$ cat src/design/imuof_ram.sv
// Generic scratch RAM with one write port and two registered read ports.
`default_nettype none
module imuof_ram #(
    parameter int WIDTH = 64,
    parameter int DEPTH = 16
) (
    input  wire logic                     aclk,
    input  wire logic                     we,
    input  wire logic [$clog2(DEPTH)-1:0] waddr,
    input  wire logic [WIDTH-1:0]         wdata,
    input  wire logic [$clog2(DEPTH)-1:0] raddr0,
    input  wire logic [$clog2(DEPTH)-1:0] raddr1,
    output logic      [WIDTH-1:0]         rdata0,
    output logic      [WIDTH-1:0]         rdata1
);

    logic [WIDTH-1:0] mem [DEPTH];

    always_ff @(posedge aclk) begin
        if (we) begin
            mem[waddr] <= wdata;
        end
        rdata0 <= mem[raddr0];
        rdata1 <= mem[raddr1];
    end

endmodule
`default_nettype wire

$ cat config.mk
export PLATFORM = sky130hd
export DESIGN_NAME = imuof_ram
export DESIGN_NICKNAME = d
export VERILOG_FILES = /design/src/design/imuof_ram.sv
export SDC_FILE = /design/constraint.sdc
export NUM_CORES = 1
export LEC_CHECK = 0
export ABC_CLOCK_PERIOD_IN_PS = 10600
export BUFFER_PORTS_ARGS = -buffer_cell sky130_fd_sc_hd__clkbuf_2
export CAP_MARGIN = 20
export CORE_MARGIN = 4
export CORE_UTILIZATION = 26
export DETAILED_ROUTE_END_ITERATION = 8
export GPL_ROUTABILITY_DRIVEN = 0
export PLACE_DENSITY = 0.46
export SLEW_MARGIN = 20
export SYNTH_ARGS = -nofsm -noshare
export SYNTH_HDL_FRONTEND = slang
export SYNTH_SLANG_ARGS = --single-unit
$ cat constraint.sdc
create_clock -name aclk -period 10.6 [get_ports aclk]
set_input_delay 0 -clock aclk [delete_from_list [all_inputs] [get_ports aclk]]
set_output_delay 0 -clock aclk [all_outputs]
set_load 0.005 [all_outputs]
==> impl_summary.md <==
Run status
The flow ran to the end, and the final reports show no timing, DRC or antenna violations.

STA
Measured against its own limit, the worst slew margin works out to 27.4%. The number of slew-limit violations in the final report was 0. Setup violations remaining at the end of the flow were counted as 0. In the finished design, the share of the clock period the worst path needs comes to 31.1%. The slew at the pin closest to its max-slew limit is 1090 ps. The final number of hold-violating endpoints was 0. For the final database, setup skew stands at 26.7 ps. Derived from the worst setup path, the maximum achievable clock frequency is 304 MHz. Setup repair after global routing left no endpoint under its margin. The setup TNS is 0 ps.

The final critical delay including setup and external delays is 3290 ps.

Worst setup path
The worst setup path is of the primary input to register kind. STA puts the critical path data arrival time at 3920 ps. For this run, the slowest stage of the critical path takes 900 ps. The startpoint class of the critical path is a primary input. At the worst endpoint, the required time is 11230 ps. The signal on the critical path passes through dlygate4sd3_1 > buf_8 > buf_4 > buf_4 > mux4_2 > a22oi_1 > nand2_1.

The worst-path cell with the longest stage delay is buf_4. The kind of end point of the critical path is a register. Together, buffers and inverters on the worst path number 4.

The most critical setup path has its startpoint at raddr1[1]. The critical path's top delay family is buffers and inverters. The startpoint of the worst-slack reg-to-reg timing path is mem[11][57].

The top fanout value on the critical path is 82. The most numerous cell type found on the critical path is buf_4.

Route
Dividing the detail-routed wire length by the instance count gives 29.7 um. The total routed wirelength is 152000 um. The detail route stage leaves a number of antenna-violating nets equal to 0. The number of design-rule violations left by the first detailed-router iteration is 2162.

The per-cell via count in the routed design is 4.96. In the routed design, unresolved DRC markers number 0. The number of search-and-repair iterations in the first detailed-routing pass is 5. The detailed-route via count is 25400.

Clock network
The count of H-tree levels built during CTS is 4. The total number of clock tree sinks is 1152. The cell at the root of the clock tree is clkbuf_16. The number of buffers on the longest clock path is 3. Clock-pin slew was measured on the worst setup and hold paths at 60 ps. The clock latency of the later-clocked register in the worst-skew pair is 750 ps. The clock tree from TritonCTS is done. The clock buffer count from CTS is 136.

Yosys
By count the netlist is led by edfxtp_1 (1024), mux4_2 (512), a22oi_1 (256), nand2_1 (129), dfxtp_1 (128). The most instantiated flip-flop cell in the synthesis netlist is edfxtp_1. By area the synthesized netlist is led by edfxtp_1 (64%), mux4_2 (24%), dfxtp_1 (5.3%). The area share of the largest cell type after synthesis is 63.7%. Among all cell types in the netlist, the one instantiated most often is edfxtp_1. For this run, the number of Yosys warnings is 0.

The gate count after technology mapping is 2247. The net count after synthesis is 2325. The proportion of synthesized flip-flops having asynchronous set or reset is 0%. The netlist uses 18 different library cells.

The total standard cell area after synthesis is 48300 sq um. A synthesized cell averages 21.5 sq um. Sequential elements use 69.0% of the synthesized area. The number of flops mapped to enable cells by yosys is 1024. The cell taking the most area after synthesis is edfxtp_1. The number of flip-flops and latches in the synthesized netlist is 1152.

Floorplanning
The overall die height is 439 um. From left edge to right edge, the die measures 439 um. The total core area is 184000 sq um. The initial core utilization is 26.3%.

The top-level I/O count is 206. The floorplan has 157 rows. The die covers 193000 sq um.

Global route
The pin count of the biggest net entering global routing is 139. The number of antenna violations at the first check in global routing is 14. The total overflow left after global routing is 0. The number of global-route vias before repair came to 28700. In the global route stage, met1 resource usage came out at 18.8%.

The overall track demand over capacity in global routing is 15.8%. For met3 alone, demand over resource in global routing was 2.87%. The met2 layer usage reported by global route is 28.1%. The global-route wire length before repair is 216000 um. The layer with the highest usage is met2.

Pwr
Cell internal power was estimated by the tool at 8230 uW. In this run the static leakage power is 0.0184 uW. Across the VDD grid, the largest voltage drop is 127 uV. The switching power total is 2420 uW. The switching portion of total power is 22.7%.

The fraction of power consumed by sequential logic is 48.4%. The power per cell area is 186 nW/um^2. Of the total power, the clock network draws 44.3%. The share of power burned in combinational logic is 7.3%.

Worst hold path
The class of the worst hold path is primary input to register. The start point of the worst hold path is raddr1[0].

Job
The total of max-cap violations is 0.

Final layout
In the final layout, the multi-input gates occupy 14200 sq um. The number of fillers in the final layout is 17700. From synthesis to final layout, the design area changed by 18.8%. Cells with a size suffix above 1 make up 37.8% of the layout. Summing all flip-flop and latch instances after layout gives 33300 sq um.

The count of cells in the finished layout, fillers not included, comes to 5127. At the end of the flow, the number of nets in the layout was 2626.

Placed design
The number of placed cells counting well taps is 4808. The number of I/O port buffers is 205. Summed over all nets, the half-perimeter wirelength after detailed placement is 80100 um.
cell families after synthesis:
family,synth area share (%)
flops,69.0
mux,23.9
compound gates,3.98
buf+inv,1.88
simple gates,1.32
cell type report:
cell class,count,share of cell area [%]
antenna,4,0.0174
clock buffer,191,6.68
clock inverter,58,1.22
multi-input combinational,927,24.8
sequential,1152,58.0
tap,2464,5.37
timing repair buffer,331,3.87
state kept, by name (all words and copies together), names as in the netlist:
name	flops
rdata0	64
mem	1024
rdata1	64
power groups by stage:
stage                     Clock (uW)  Sequential, uW  Combinational [uW]
after global routing            5060            5170                 838
after CTS                       4860            5160                 800
after detailed placement           0            5260                 772
after floorplan                    0            5230                 439
final                           4720            5160                 777
after global placement             0            5250                 762
path summary, 6_finish.rpt:
| check | end | slack, ps | cells past startpoint |
|---|---|---|---|
| max | rdata1[33] | 7310 | 7 |
| min reg2reg | rdata0[7] | 680 | 3 |
| min | rdata1[5] | 70 | 4 |
| max reg2reg | rdata0[57] | 9080 | 3 |
cells in the final DEF, fill, tap and decap left out, drive strengths merged, types with 5 or more instances in the layout:
cell,instances
a22oi,256
buf,64
bufinv,11
clkbuf,392
clkinv,35
clkinvlp,5
dfxtp,128
dlygate4sd3,66
edfxtp,1024
inv,7
mux4,512
nand2,129
nor2,14
worst reg2reg max path: stages, from the launching register on:
cell	delay, ps
edfxtp_1	380
mux4_2	470
a22oi_1	240
nand2_1	250
metrics by stage:
stage                     instance area, sq um  hold WS, ps  setup slack [ps]  power [uW]  utilization, %
after floorplan                          48300         98.9              5170        5670               -
after CTS                                57400         35.2              7380       10800            31.2
after global placement                   52200          377              6900        6010            28.4
after global routing                     57400         71.9              7220       11100            31.2
after detailed placement                 52200          376              6790        6030            28.4
final                                    57400         74.5              7310       10700            31.2
routing by layer:
metal	wire length, um	part of all wire [%]	vias up
li1	-	-	10400
met1	59300	39	13800
met2	79800	52	845
met3	7360	4.8	316
met4	5960	3.9	4
met5	27	0.018	-
what timing repair did:
item / in CTS / in global routing
gates resized for setup: 0 / 0
endpoints found under the hold margin: 1039 / 0
buffers inserted: 0 / 0
hold buffers: 66 / 0
No activity file was read; power rests on OpenSTA's default activity.
